===== config.mk =====
export PLATFORM = sky130hd
export DESIGN_NAME = worst_fit_block_allocator_core_flat
export DESIGN_NICKNAME = d
export VERILOG_FILES = /design/src/hw/rtl/wfba_pkg.sv /design/src/hw/rtl/wfba_in_if.sv /design/src/hw/rtl/wfba_out_if.sv /design/src/hw/rtl/wfba_cell.sv /design/src/hw/rtl/worst_fit_block_allocator_core.sv /design/src/flat_wrapper.sv
export SDC_FILE = /design/constraint.sdc
export NUM_CORES = 2
export LEC_CHECK = 0
export ABC_AREA = 1
export BUFFER_PORTS_ARGS = -buffer_cell sky130_fd_sc_hd__buf_2
export CAP_MARGIN = 20
export CORE_ASPECT_RATIO = 0.8
export CORE_MARGIN = 5
export CORE_UTILIZATION = 60
export DETAILED_ROUTE_END_ITERATION = 7
export PLACE_DENSITY_LB_ADDON = 0.3
export SLEW_MARGIN = 20
export SYNTH_ARGS = -nofsm -noshare
export SYNTH_HDL_FRONTEND = slang
export SYNTH_HIERARCHICAL = 1
export SYNTH_SLANG_ARGS = --single-unit

===== constraint.sdc =====
create_clock -name clk_i -period 6.6 [get_ports clk_i]
set_input_delay 0.66 -clock clk_i [delete_from_list [all_inputs] [get_ports clk_i]]
set_output_delay 0.66 -clock clk_i [all_outputs]
set_load 0.02 [all_outputs]

===== src/hw/rtl/wfba_pkg.sv =====
// ----------------------------------------------------------------------------
// wfba_pkg
// Shared codes and widths for the worst-fit block allocator.
// ----------------------------------------------------------------------------
package wfba_pkg;

  localparam int SizeW   = 16;
  localparam int IndexW  = 5;
  localparam int TotalW  = 32;
  localparam int StatusW = 2;

  typedef enum logic [StatusW-1:0] {
    ST_GRANT  = 2'd0,
    ST_WAIT   = 2'd1,
    ST_LOADED = 2'd2,
    ST_FULL   = 2'd3
  } status_e;

  typedef enum logic {
    OP_LOAD    = 1'b0,
    OP_REQUEST = 1'b1
  } op_e;

endpackage


===== src/hw/rtl/wfba_in_if.sv =====
// ----------------------------------------------------------------------------
// wfba_in_if
// Input channel: load or allocation request with a size.
// ----------------------------------------------------------------------------
interface wfba_in_if;
  import wfba_pkg::*;

  logic             valid;
  logic             ready;
  logic             op;
  logic [SizeW-1:0] size;

  modport source (output valid, output op, output size, input ready);
  modport sink   (input valid, input op, input size, output ready);

endinterface


===== src/hw/rtl/wfba_out_if.sv =====
// ----------------------------------------------------------------------------
// wfba_out_if
// Result channel: status, chosen block, sizes and the leftover total.
// ----------------------------------------------------------------------------
interface wfba_out_if;
  import wfba_pkg::*;

  logic               valid;
  logic               ready;
  logic [StatusW-1:0] status;
  logic [IndexW-1:0]  block_index;
  logic [SizeW-1:0]   size_before;
  logic [SizeW-1:0]   size_after;
  logic [TotalW-1:0]  leftover_total;

  modport source (output valid, output status, output block_index, output size_before,
                  output size_after, output leftover_total, input ready);
  modport sink   (input valid, input status, input block_index, input size_before,
                  input size_after, input leftover_total, output ready);

endinterface


===== src/hw/rtl/wfba_cell.sv =====
// ----------------------------------------------------------------------------
// wfba_cell
// One table slot: holds a block's free size and folds it into the running
// maximum that travels down the chain, one cell per cycle.
// ----------------------------------------------------------------------------
module wfba_cell #(
  parameter int  NUM_BLOCKS = 32,
  parameter int  IDX        = 0,
  parameter type link_t     = logic,
  parameter type wr_t       = logic
) (
  input  logic                              clk_i,
  input  logic                              rst_ni,
  input  logic [$clog2(NUM_BLOCKS+1)-1:0]   cnt_i,
  input  wr_t                               wr_i,
  input  link_t                             lnk_i,
  output link_t                             lnk_o
);
  import wfba_pkg::*;

  localparam int IW = $clog2(NUM_BLOCKS);
  localparam int CW = $clog2(NUM_BLOCKS + 1);

  logic [SizeW-1:0] free_q;
  logic             active;
  logic             take;
  link_t            lnk_d;
  link_t            lnk_q;

  assign active = (CW'(IDX) < cnt_i);
  // strict compare keeps the lowest block on ties
  assign take   = active && (!lnk_i.found || (free_q > lnk_i.size));

  always_comb begin
    lnk_d = lnk_i;
    if (take) begin
      lnk_d.found = 1'b1;
      lnk_d.size  = free_q;
      lnk_d.idx   = IW'(IDX);
    end
  end

  always_ff @(posedge clk_i) begin
    if (wr_i.wr && (wr_i.idx == IW'(IDX))) begin
      free_q <= wr_i.data;
    end
  end

  always_ff @(posedge clk_i or negedge rst_ni) begin
    if (!rst_ni) begin
      lnk_q <= '0;
    end else begin
      lnk_q <= lnk_d;
    end
  end

  assign lnk_o = lnk_q;

endmodule


===== src/hw/rtl/worst_fit_block_allocator_core.sv =====
// ----------------------------------------------------------------------------
// worst_fit_block_allocator_core
// Worst-fit allocator over a chain of block cells.
// ----------------------------------------------------------------------------
// A load goes from acceptance straight to the final state, which writes the
// block into the table unless it is full and registers the result. An
// allocation request sends a search token that walks the chain of NUM_BLOCKS
// cells one cell per cycle, starting at the accepting edge; the scan state
// then latches the winner, and the final state updates the table and
// registers the result. The final state waits while an earlier result has not
// been taken. One item is in flight at a time; a new item is accepted as soon
// as the previous one has been written to the output register, even while
// that result still waits to be taken.
module worst_fit_block_allocator_core #(
  parameter int NUM_BLOCKS = 32
) (
  input  logic  clk_i,
  input  logic  rst_ni,
  wfba_in_if.sink    in_i,
  wfba_out_if.source out_o
);
  import wfba_pkg::*;

  localparam int IW = $clog2(NUM_BLOCKS);
  localparam int CW = $clog2(NUM_BLOCKS + 1);

  typedef struct packed {
    logic             tok;
    logic             found;
    logic [SizeW-1:0] size;
    logic [IW-1:0]    idx;
  } link_t;

  typedef struct packed {
    logic             wr;
    logic [IW-1:0]    idx;
    logic [SizeW-1:0] data;
  } wr_t;

  typedef enum logic [1:0] {
    S_IDLE,
    S_SCAN,
    S_FIN
  } state_e;

  state_e              state_q;
  logic                op_q;
  logic [SizeW-1:0]    size_q;
  logic [CW-1:0]       count_q;
  logic [TotalW-1:0]   sum_q;
  logic                best_found_q;
  logic [SizeW-1:0]    best_size_q;
  logic [IW-1:0]       best_idx_q;

  logic                out_valid_q;
  status_e             status_q;
  logic [IndexW-1:0]   index_q;
  logic [SizeW-1:0]    before_q;
  logic [SizeW-1:0]    after_q;
  logic [TotalW-1:0]   total_q;

  link_t               chain [NUM_BLOCKS+1];
  wr_t                 wr_cmd;

  logic                in_fire;
  logic                out_free;
  logic                fin_go;
  logic                fit;
  logic                full;
  logic [SizeW-1:0]    after;
  logic [TotalW:0]     sum_add;
  logic [TotalW-1:0]   sum_sat;

  assign in_i.ready = (state_q == S_IDLE);
  assign in_fire    = in_i.valid && in_i.ready;
  assign out_free   = !out_valid_q || out_o.ready;
  assign fin_go     = (state_q == S_FIN) && out_free;

  assign fit     = best_found_q && (best_size_q >= size_q);
  assign after   = best_size_q - size_q;
  assign sum_add = {1'b0, sum_q} + {{(TotalW + 1 - SizeW){1'b0}}, after};
  assign sum_sat = sum_add[TotalW] ? {TotalW{1'b1}} : sum_add[TotalW-1:0];
  assign full    = (count_q == CW'(NUM_BLOCKS));

  // search token enters the chain with the request
  assign chain[0] = '{tok: in_fire && (in_i.op == OP_REQUEST), found: 1'b0,
                      size: '0, idx: '0};

  always_comb begin
    wr_cmd.wr   = 1'b0;
    wr_cmd.idx  = count_q[IW-1:0];
    wr_cmd.data = size_q;
    if (op_q == OP_REQUEST) begin
      wr_cmd.idx  = best_idx_q;
      wr_cmd.data = after;
      wr_cmd.wr   = fin_go && fit;
    end else begin
      wr_cmd.wr   = fin_go && !full;
    end
  end

  for (genvar g = 0; g < NUM_BLOCKS; g++) begin : g_cell
    wfba_cell #(
      .NUM_BLOCKS (NUM_BLOCKS),
      .IDX        (g),
      .link_t     (link_t),
      .wr_t       (wr_t)
    ) u_cell (
      .clk_i  (clk_i),
      .rst_ni (rst_ni),
      .cnt_i  (count_q),
      .wr_i   (wr_cmd),
      .lnk_i  (chain[g]),
      .lnk_o  (chain[g+1])
    );
  end

  always_ff @(posedge clk_i or negedge rst_ni) begin
    if (!rst_ni) begin
      state_q      <= S_IDLE;
      count_q      <= '0;
      sum_q        <= '0;
      out_valid_q  <= 1'b0;
      op_q         <= 1'b0;
      best_found_q <= 1'b0;
    end else begin
      if (fin_go) begin
        out_valid_q <= 1'b1;
      end else if (out_o.ready) begin
        out_valid_q <= 1'b0;
      end
      case (state_q)
        S_IDLE: begin
          if (in_fire) begin
            op_q   <= in_i.op;
            size_q <= in_i.size;
            state_q <= (in_i.op == OP_REQUEST) ? S_SCAN : S_FIN;
          end
        end
        S_SCAN: begin
          if (chain[NUM_BLOCKS].tok) begin
            best_found_q <= chain[NUM_BLOCKS].found;
            best_size_q  <= chain[NUM_BLOCKS].size;
            best_idx_q   <= chain[NUM_BLOCKS].idx;
            state_q      <= S_FIN;
          end
        end
        S_FIN: begin
          if (out_free) begin
            state_q <= S_IDLE;
            if (op_q == OP_REQUEST) begin
              if (fit) begin
                status_q <= ST_GRANT;
                index_q  <= IndexW'(best_idx_q);
                before_q <= best_size_q;
                after_q  <= after;
                total_q  <= sum_sat;
                sum_q    <= sum_sat;
              end else begin
                status_q <= ST_WAIT;
                index_q  <= '0;
                before_q <= '0;
                after_q  <= '0;
                total_q  <= sum_q;
              end
            end else if (full) begin
              status_q <= ST_FULL;
              index_q  <= '0;
              before_q <= '0;
              after_q  <= '0;
              total_q  <= sum_q;
            end else begin
              status_q <= ST_LOADED;
              index_q  <= IndexW'(count_q);
              before_q <= '0;
              after_q  <= size_q;
              total_q  <= sum_q;
              count_q  <= count_q + CW'(1);
            end
          end
        end
        default: begin
          state_q <= S_IDLE;
        end
      endcase
    end
  end

  assign out_o.valid          = out_valid_q;
  assign out_o.status         = status_q;
  assign out_o.block_index    = index_q;
  assign out_o.size_before    = before_q;
  assign out_o.size_after     = after_q;
  assign out_o.leftover_total = total_q;

  a_count_range: assert property (@(posedge clk_i) disable iff (!rst_ni)
    count_q <= CW'(NUM_BLOCKS))
    else $error("block count beyond table depth");

  a_token_in_scan: assert property (@(posedge clk_i) disable iff (!rst_ni)
    chain[NUM_BLOCKS].tok |-> (state_q == S_SCAN))
    else $error("search token left the chain outside a scan");

  a_grant_shrinks: assert property (@(posedge clk_i) disable iff (!rst_ni)
    (out_valid_q && (status_q == ST_GRANT)) |-> (after_q <= before_q))
    else $error("grant grew the block");

  a_single_write: assert property (@(posedge clk_i) disable iff (!rst_ni)
    wr_cmd.wr |-> (state_q == S_FIN) && !chain[0].tok)
    else $error("table write outside the update cycle");

endmodule


===== src/flat_wrapper.sv =====
// flat-port wrapper written by rule: the top's interface ports become plain ports
module worst_fit_block_allocator_core_flat import wfba_pkg::*;
#(
  parameter int NUM_BLOCKS = 32
)
  (clk_i, rst_ni, in_i_valid, in_i_op, in_i_size, in_i_ready, out_o_valid, out_o_status, out_o_block_index, out_o_size_before, out_o_size_after, out_o_leftover_total, out_o_ready);
  wfba_in_if in_i_i ();
  wfba_out_if out_o_i ();
  input  logic clk_i;
  input  logic rst_ni;
  input wire logic [$bits(in_i_i.valid)-1:0] in_i_valid;
  input wire logic [$bits(in_i_i.op)-1:0] in_i_op;
  input wire logic [$bits(in_i_i.size)-1:0] in_i_size;
  output wire logic [$bits(in_i_i.ready)-1:0] in_i_ready;
  output wire logic [$bits(out_o_i.valid)-1:0] out_o_valid;
  output wire logic [$bits(out_o_i.status)-1:0] out_o_status;
  output wire logic [$bits(out_o_i.block_index)-1:0] out_o_block_index;
  output wire logic [$bits(out_o_i.size_before)-1:0] out_o_size_before;
  output wire logic [$bits(out_o_i.size_after)-1:0] out_o_size_after;
  output wire logic [$bits(out_o_i.leftover_total)-1:0] out_o_leftover_total;
  input wire logic [$bits(out_o_i.ready)-1:0] out_o_ready;
  assign in_i_i.valid = in_i_valid;
  assign in_i_i.op = in_i_op;
  assign in_i_i.size = in_i_size;
  assign in_i_ready = in_i_i.ready;
  assign out_o_valid = out_o_i.valid;
  assign out_o_status = out_o_i.status;
  assign out_o_block_index = out_o_i.block_index;
  assign out_o_size_before = out_o_i.size_before;
  assign out_o_size_after = out_o_i.size_after;
  assign out_o_leftover_total = out_o_i.leftover_total;
  assign out_o_i.ready = out_o_ready;
  worst_fit_block_allocator_core #(.NUM_BLOCKS(NUM_BLOCKS)) u_core (.clk_i(clk_i), .rst_ni(rst_ni), .in_i(in_i_i), .out_o(out_o_i));
endmodule

# After elaboration in Yosys (flattened, before gate mapping)
# Index checks and enable logic that the tools add are counted.
# Widths: inputs -> output; s select.
op_classes:
  n_eq_ne: 37
  shift: 0
  n_lt_le_gt_ge: 64
  reduce_logical: 146
  muxes: 53
  bitwise_logic: 2
  mul: 0
  n_div: 0
  addsub: 3
ops:
  columns: ["op", "n"]
  rows:
  - ["$mux 22", 32]
  - ["$gt 16x16->1", 31]
  - ["$lt 5x6->1 const A", 16]
  - ["$mux 32", 3]
  - ["$eq 5x5->1 const B", 16]
  - ["$logic_and 1x1->1", 69]
  - ["$lt 4x6->1 const A", 8]
  - ["$mux 16", 3]
  - ["$eq 5x4->1 const B", 8]
  - ["$add 32x16->33", 1]
  - ["$logic_not 1->1", 33]
  - ["$logic_or 1x1->1", 32]
  - ["$lt 3x6->1 const A", 4]
  - ["$mux 21", 1]
  - ["$eq 5x3->1 const B", 4]
  - ["$ge 16x16->1", 1]
  - ["$sub 16x16->16", 1]
  - ["$mux 5", 3]
  - ["$lt 1x6->1 const A", 2]
  - ["$lt 2x6->1 const A", 2]
  - ["$reduce_and 3->1", 4]
  - ["$eq 5x2->1 const B", 2]
  - ["$mux 2", 5]
  - ["$reduce_and 2->1", 4]
  - ["other kinds (14)", 20]
word_totals:
  latch_bits: 0
  rom_bits: 0
  elab_cells: 479
  out_inout_bits: 73
  mem_bits_rw: 0
  mem_count: 0
  in_bits: 21
  reg_bits: 1399

# Longest topological paths before layout
logic_depth:
  word_depth: 6
  mapped_depth: 28
  depth_no_buf: 28

# By module
# The synthesis kept the hierarchy.
by_module_without_submodules:
  columns: ["module", "instances", "cells_per_inst", "seq_area_each_um2", "area_each_um2"]
  rows:
  - ["worst_fit_block_allocator_core", 1, 1053, 4319.1, 8807.2]
  - ["wfba_cell at u_core.g_cell[17].u_cell ...", 2, 179, 1056.0, 1816.7]
  - ["wfba_cell at u_core.g_cell[19].u_cell ...", 2, 179, 1056.0, 1814.2]
  - ["wfba_cell at u_core.g_cell[26].u_cell", 1, 179, 1056.0, 1890.6]
  - ["wfba_cell at u_core.g_cell[25].u_cell", 1, 179, 1056.0, 1889.3]
  - ["wfba_cell at u_core.g_cell[28].u_cell", 1, 178, 1056.0, 1884.3]
  - ["wfba_cell at u_core.g_cell[1].u_cell", 1, 179, 1056.0, 1876.8]
  - ["wfba_cell at u_core.g_cell[4].u_cell", 1, 178, 1056.0, 1873.0]
  - ["wfba_cell at u_core.g_cell[16].u_cell", 1, 178, 1056.0, 1859.3]
  - ["wfba_cell at u_core.g_cell[2].u_cell", 1, 179, 1056.0, 1853.0]
  - ["wfba_cell at u_core.g_cell[18].u_cell", 1, 180, 1056.0, 1850.5]
  - ["wfba_cell at u_core.g_cell[8].u_cell", 1, 178, 1056.0, 1849.3]
  - ["wfba_cell at u_core.g_cell[20].u_cell", 1, 181, 1056.0, 1848.0]
  - ["wfba_cell at u_core.g_cell[29].u_cell", 1, 177, 1056.0, 1838.0]
  - ["+17 rows", null, null, null, null]

# Worst setup path after synthesis
# Ideal clock, no wire load.
synth_timing:
  path_kind: "reg2reg"
  from: "register u_core.size_q[0]"
  to: "register u_core.g_cell[19].u_cell.free_q[0], enable pin"
  arrival_time_ns: 4.621
  path_slack_ns: 1.548
  path_stages_with_launch: 17
  setup_ns: 0.431
  path_buffers: 1
  required_time_ns: 6.169
  synth_period_minus_slack_ns: 5.052
  path_cell_list: "edfxtp_1 -> ha_1 -> fa_1 -> inv_1 -> nand2_1 -> nand2_1 -> nand3_2 -> nand3_2 -> nand2_2 -> nand2_4 -> nand2_4 -> nor2_8 -> buf_4 -> nor2_1 -> nor2_1 -> nand2_1 -> nor4_1"
synth_lines:
  columns: ["element", "line", "text"]
  rows:
  - ["from (decl)", "worst_fit_block_allocator_core.sv:48", "logic [SizeW-1:0] size_q;"]
  - ["from (signal assigned)", "worst_fit_block_allocator_core.sv:136", "size_q <= in_i.size;"]
  - ["to (signal assigned)", "wfba_cell.sv:45", "free_q <= wr_i.data;"]
  - ["to (decl)", "wfba_cell.sv:24", "logic [SizeW-1:0] free_q;"]

==> flow_summary.json <==
{
  "outcome": "finished, final reports clean",
  "setup_viol_count_final": 0,
  "core_area_sq_mm": 0.112,
  "design_power_total_mw": 32.8,
  "power.density_cell_area_mw_per_mm2": 442,
  "i_o_pin_count": 94,
  "fmax_ghz": 0.210,
  "maxCapViolations": 0,
  "numCtsBuffers": 136,
  "insertion_delay_ps": 770,
  "skew_ps": 26.6,
  "clkSinkCount": 1399,
  "detailroute.via_count": 47800,
  "slew_viol_final": 0,
  "cell_internal_pwr_mw": 19.7,
  "timing.reg2reg.setup_slack_ps": 1840,
  "critical_path_required_ps": 6990,
  "worst_case_clock_buffer_depth": 3,
  "detail_route.drc_violations": 0,
  "die_y_um": 310,
  "start_util_pct": 60.2,
  "crit_path_capture_type": "flop",
  "ys_seq_area_share_pct": 56.4,
  "syn-mean-instance-area_sq_um": 9.99,
  "net-switching-power_mw": 13.2,
  "multi_input_comb_area_sq_mm": 0.0253,
  "netSwitchingFraction_pct": 40.1,
  "clkTransAtPathRegs_ps": 60,
  "finalWirelength_mm": 169,
  "first_iter_violations": 4722,
  "sequential_cell_area_sq_mm": 0.0381,
  "fraction_of_power_consumed_by_sequential_logic_pct": 39.4,
  "io_buffers": 93,
  "synth_edf_count": 620,
  "ant_nets": 0,
  "layout.filler_cells": 8349,
  "vdd_ir_max_v": 0.000275,
  "slew-limit-headroom_pct": 23.4,
  "dpl-instance-area_sq_mm": 0.0695,
  "asyncSetResetFlopFracSynth_pct": 55.7,
  "htreeDepth": 4,
  "comb_power_share_pct": 36.1,
  "dp_hpwl_mm": 111,
  "dr.pass1.iters": 6,
  "mappedNetlistArea_sq_mm": 0.0675,
  "timing_worst_slew_pin_value_ps": 1140,
  "drive_above_1_share_pct": 11.0,
  "die_area_sq_mm": 0.119,
  "grt_overflow": 0,
  "fp.dieW_um": 385,
  "syn_inst": 6765,
  "vias_in_the_first_global_route": 47900,
  "fin_crit_sh_pct": 72.1,
  "track_usage_pct": 28.6,
  "num-nets-final": 7487,
  "start_kind": "flop",
  "routed_length_per_instance_um": 19.7,
  "ys_seq_elements": 1399,
  "synth.yosys.warnings": 6,
  "stdcell_area_sq_mm": 0.0743,
  "criticalPathCategory": "reg2reg",
  "grt_antenna_before_repair": 10,
  "synthFlopType": "sky130_fd_sc_hd__dfrtp_1",
  "syn2layout_area_growth_pct": 9.99,
  "tritoncts_clock_tree": "yes",
  "cts_setup_buffers": 0,
  "power_frac_clock_pct": 24.5,
  "tns_ps": 0,
  "worst-path-max-fanout": 25,
  "routabilityCongestion": 0.913,
  "finalWorstPathRequiredPeriod_ps": 4760,
  "avgViaCountPerCell": 5.59,
  "p_leak_nw": 35.9,
  "root_buffer": "sky130_fd_sc_hd__clkbuf_16",
  "hold_path_class": "in2reg",
  "grt_max_degree": 163,
  "grt_pass1_wl_mm": 264,
  "netlist-cell-type-count": 65,
  "grt_setup_unrepaired": "no",
  "timing.final.hold_violations": 0,
  "rows": 110,
  "endpoint_arrival_time_on_the_critical_path_ps": 5150
}
## kinds of logic (layout without fill, tap and decap cells)
kind of cell    after synthesis  count (layout)  synth area share, %
simple gates               3212            3212                 21.5
flops                      1399            1399                 56.4
buf+inv                    1097            1327                 7.26
fa+ha+maj                   549             549                 10.2
compound gates              476             476                 4.24
xor+xnor                     30              30                0.389
other cells                   1              42              0.00555
mux                           1               1               0.0167
## power groups by stage
stage | logic [mW] | registers, mW | clock network [mW]
6_report | 11.9 | 12.9 | 8.04
5_1_grt | 13.2 | 13.1 | 8.53
4_1_cts | 11.7 | 12.9 | 8.16
3_5_place_dp | 11.5 | 13.0 | 0
3_3_place_gp | 11.1 | 13.0 | 0
2_1_floorplan | 8.06 | 12.7 | 0
## registers in the layout, indices dropped and copies added (netlist names), 5 cells and up
register / count
u_core/count_q: 6
u_core/size_q: 16
u_core/out_o.size_after: 16
u_core/out_o.size_before: 16
u_core/out_o.block_index: 5
u_core/g_cell.u_cell/free_q: 512
u_core/sum_q: 32
u_core/g_cell.u_cell/lnk_o: 736
u_core/best_idx_q: 5
u_core/best_size_q: 16
u_core/out_o.leftover_total: 32
## layer usage
metal | up-vias | wire length [um] | GRT usage (%)
li1 | 22300 | - | -
met1 | 23300 | 70400 | 39.4
met2 | 1767 | 78400 | 45.8
met3 | 429 | 13100 | 4.84
met4 | 0 | 6940 | 11.7
met5 | - | 0 | 0
## cells in the mapped netlist, types with 3 or more instances
library cell               number  area share, %
sky130_fd_sc_hd__o21bai_4       3          0.083
sky130_fd_sc_hd__nor4_1         5          0.046
sky130_fd_sc_hd__a21boi_0      57           0.63
sky130_fd_sc_hd__o211ai_1       4          0.044
sky130_fd_sc_hd__nand4_1       64           0.59
sky130_fd_sc_hd__and2_1         4          0.037
sky130_fd_sc_hd__nand2_8        3          0.089
sky130_fd_sc_hd__nand2_4       47           0.78
sky130_fd_sc_hd__nand3_2       15           0.22
sky130_fd_sc_hd__o21ai_0       80           0.59
sky130_fd_sc_hd__nor3_2        32           0.47
sky130_fd_sc_hd__xor2_1        14           0.18
sky130_fd_sc_hd__nand3b_1       3          0.033
sky130_fd_sc_hd__nand2_2      178            1.6
sky130_fd_sc_hd__xnor2_1       16           0.21
sky130_fd_sc_hd__buf_2         32           0.24
sky130_fd_sc_hd__nand2_1     1871             10
sky130_fd_sc_hd__a21o_1        35           0.39
sky130_fd_sc_hd__or2_2         32           0.30
sky130_fd_sc_hd__a21oi_1      221            1.6
sky130_fd_sc_hd__nor2_1       241            1.3
sky130_fd_sc_hd__buf_4         27           0.30
sky130_fd_sc_hd__edfxtp_1     620             28
sky130_fd_sc_hd__a21boi_1      26           0.29
sky130_fd_sc_hd__o22ai_1       22           0.20
sky130_fd_sc_hd__dfrtp_1      779             29
sky130_fd_sc_hd__o21bai_1       5          0.056
sky130_fd_sc_hd__ha_1         547             10
sky130_fd_sc_hd__nor2_2        21           0.19
sky130_fd_sc_hd__buf_6         58           0.97
sky130_fd_sc_hd__clkbuf_8       3          0.061
sky130_fd_sc_hd__nor3_1        30           0.22
sky130_fd_sc_hd__o31ai_1        3          0.033
sky130_fd_sc_hd__buf_12        11           0.33
sky130_fd_sc_hd__inv_1        924            5.1
sky130_fd_sc_hd__buf_1          5          0.028
sky130_fd_sc_hd__a21boi_2       4          0.067
sky130_fd_sc_hd__nand3_1      642            4.8
sky130_fd_sc_hd__nor3b_1       13           0.14
sky130_fd_sc_hd__clkbuf_1      34           0.19
sky130_fd_sc_hd__o21a_1         4          0.044
## path summary, 6_finish.rpt
| path | startpoint | endpoint | cells past startpoint |
|---|---|---|---|
| max in group asynchronous | rst_ni | u_core/g_cell[30].u_cell/lnk_o[18] | 4 |
| worst max register to register | u_core/size_q[0] | u_core/g_cell[27].u_cell/free_q[10] | 16 |
| worst min register to register | u_core/g_cell[1].u_cell/lnk_o[22] | u_core/g_cell[2].u_cell/lnk_o[22] | 0 |
| worst max-delay path | u_core/size_q[0] | u_core/g_cell[27].u_cell/free_q[10] | 16 |
| min in group asynchronous | rst_ni | u_core/g_cell[21].u_cell/lnk_o[10] | 2 |
| worst min-delay path | in_i_size[11] | u_core/size_q[11] | 1 |
## timing repair
action,4_1_cts,5_1_grt
hold buffers,1,0
gates resized for setup,0,0
hold endpoints to repair,61,0
endpoints found under the setup margin,0,0
## area by class of cell
class | count | share of cell area (%)
timing repair buffer | 146 | 1.23
clock buffer | 182 | 5.13
clock inverter | 72 | 1.10
tap | 1512 | 2.55
antenna | 3 | 0.0101
sequential | 1399 | 51.3
inverter | 927 | 4.68
multi-input combinational | 4307 | 34.0
## placed cells by master (no fill, tap or decap), drive strengths merged, types with 3 or more instances in the layout
master    netlist  routed
nand4          65      65
and2            4       4
o211ai          4       4
inv           926     942
bufinv          0      12
clkbuf         37     182
a21boi         87      87
nor2          266     266
diode           0       3
a21oi         222     222
nor3b          13      13
conb            1      39
dfrtp         779     779
xor2           14      14
clkinvlp        0      11
edfxtp        620     620
o21a            4       4
nand2        2099    2099
nand3         658     658
nand3b          3       3
o21bai          9       9
o31ai           3       3
xnor2          16      16
o22ai          22      22
nor4            5       5
buf           133     145
a21o           35      35
ha            547     547
nor3           62      62
clkinv          1      34
or2            33      33
o21ai          81      81
## metrics by stage
step / utilization [%] / setup WS (ps) / cells / hold slack [ps]
after floorplan: - / 1550 / 6803 / 331
after global placement: 61.9 / 1790 / 8288 / 333
after detailed placement: 62.0 / 1650 / 8289 / 335
after CTS: 66.1 / 1650 / 8544 / 36.6
after global routing: 66.2 / 1650 / 8545 / 46.2
final: 66.2 / 1840 / 8548 / 72.3
## critical path, stage by stage (launching register included)
cell	delay, ps
sky130_fd_sc_hd__edfxtp_1	390
sky130_fd_sc_hd__ha_1	260
sky130_fd_sc_hd__fa_1	410
sky130_fd_sc_hd__inv_1	70
sky130_fd_sc_hd__nand2_1	40
sky130_fd_sc_hd__nand2_1	80
sky130_fd_sc_hd__nand3_2	80
sky130_fd_sc_hd__nand3_2	90
sky130_fd_sc_hd__nand2_2	80
sky130_fd_sc_hd__nand2_4	120
sky130_fd_sc_hd__nand2_4	190
sky130_fd_sc_hd__nor2_8	410
sky130_fd_sc_hd__nor2_1	160
sky130_fd_sc_hd__nor2_4	440
sky130_fd_sc_hd__buf_4	520
sky130_fd_sc_hd__nand4_1	230
sky130_fd_sc_hd__nor3b_4	760
Power figures use the tool's default switching activity.
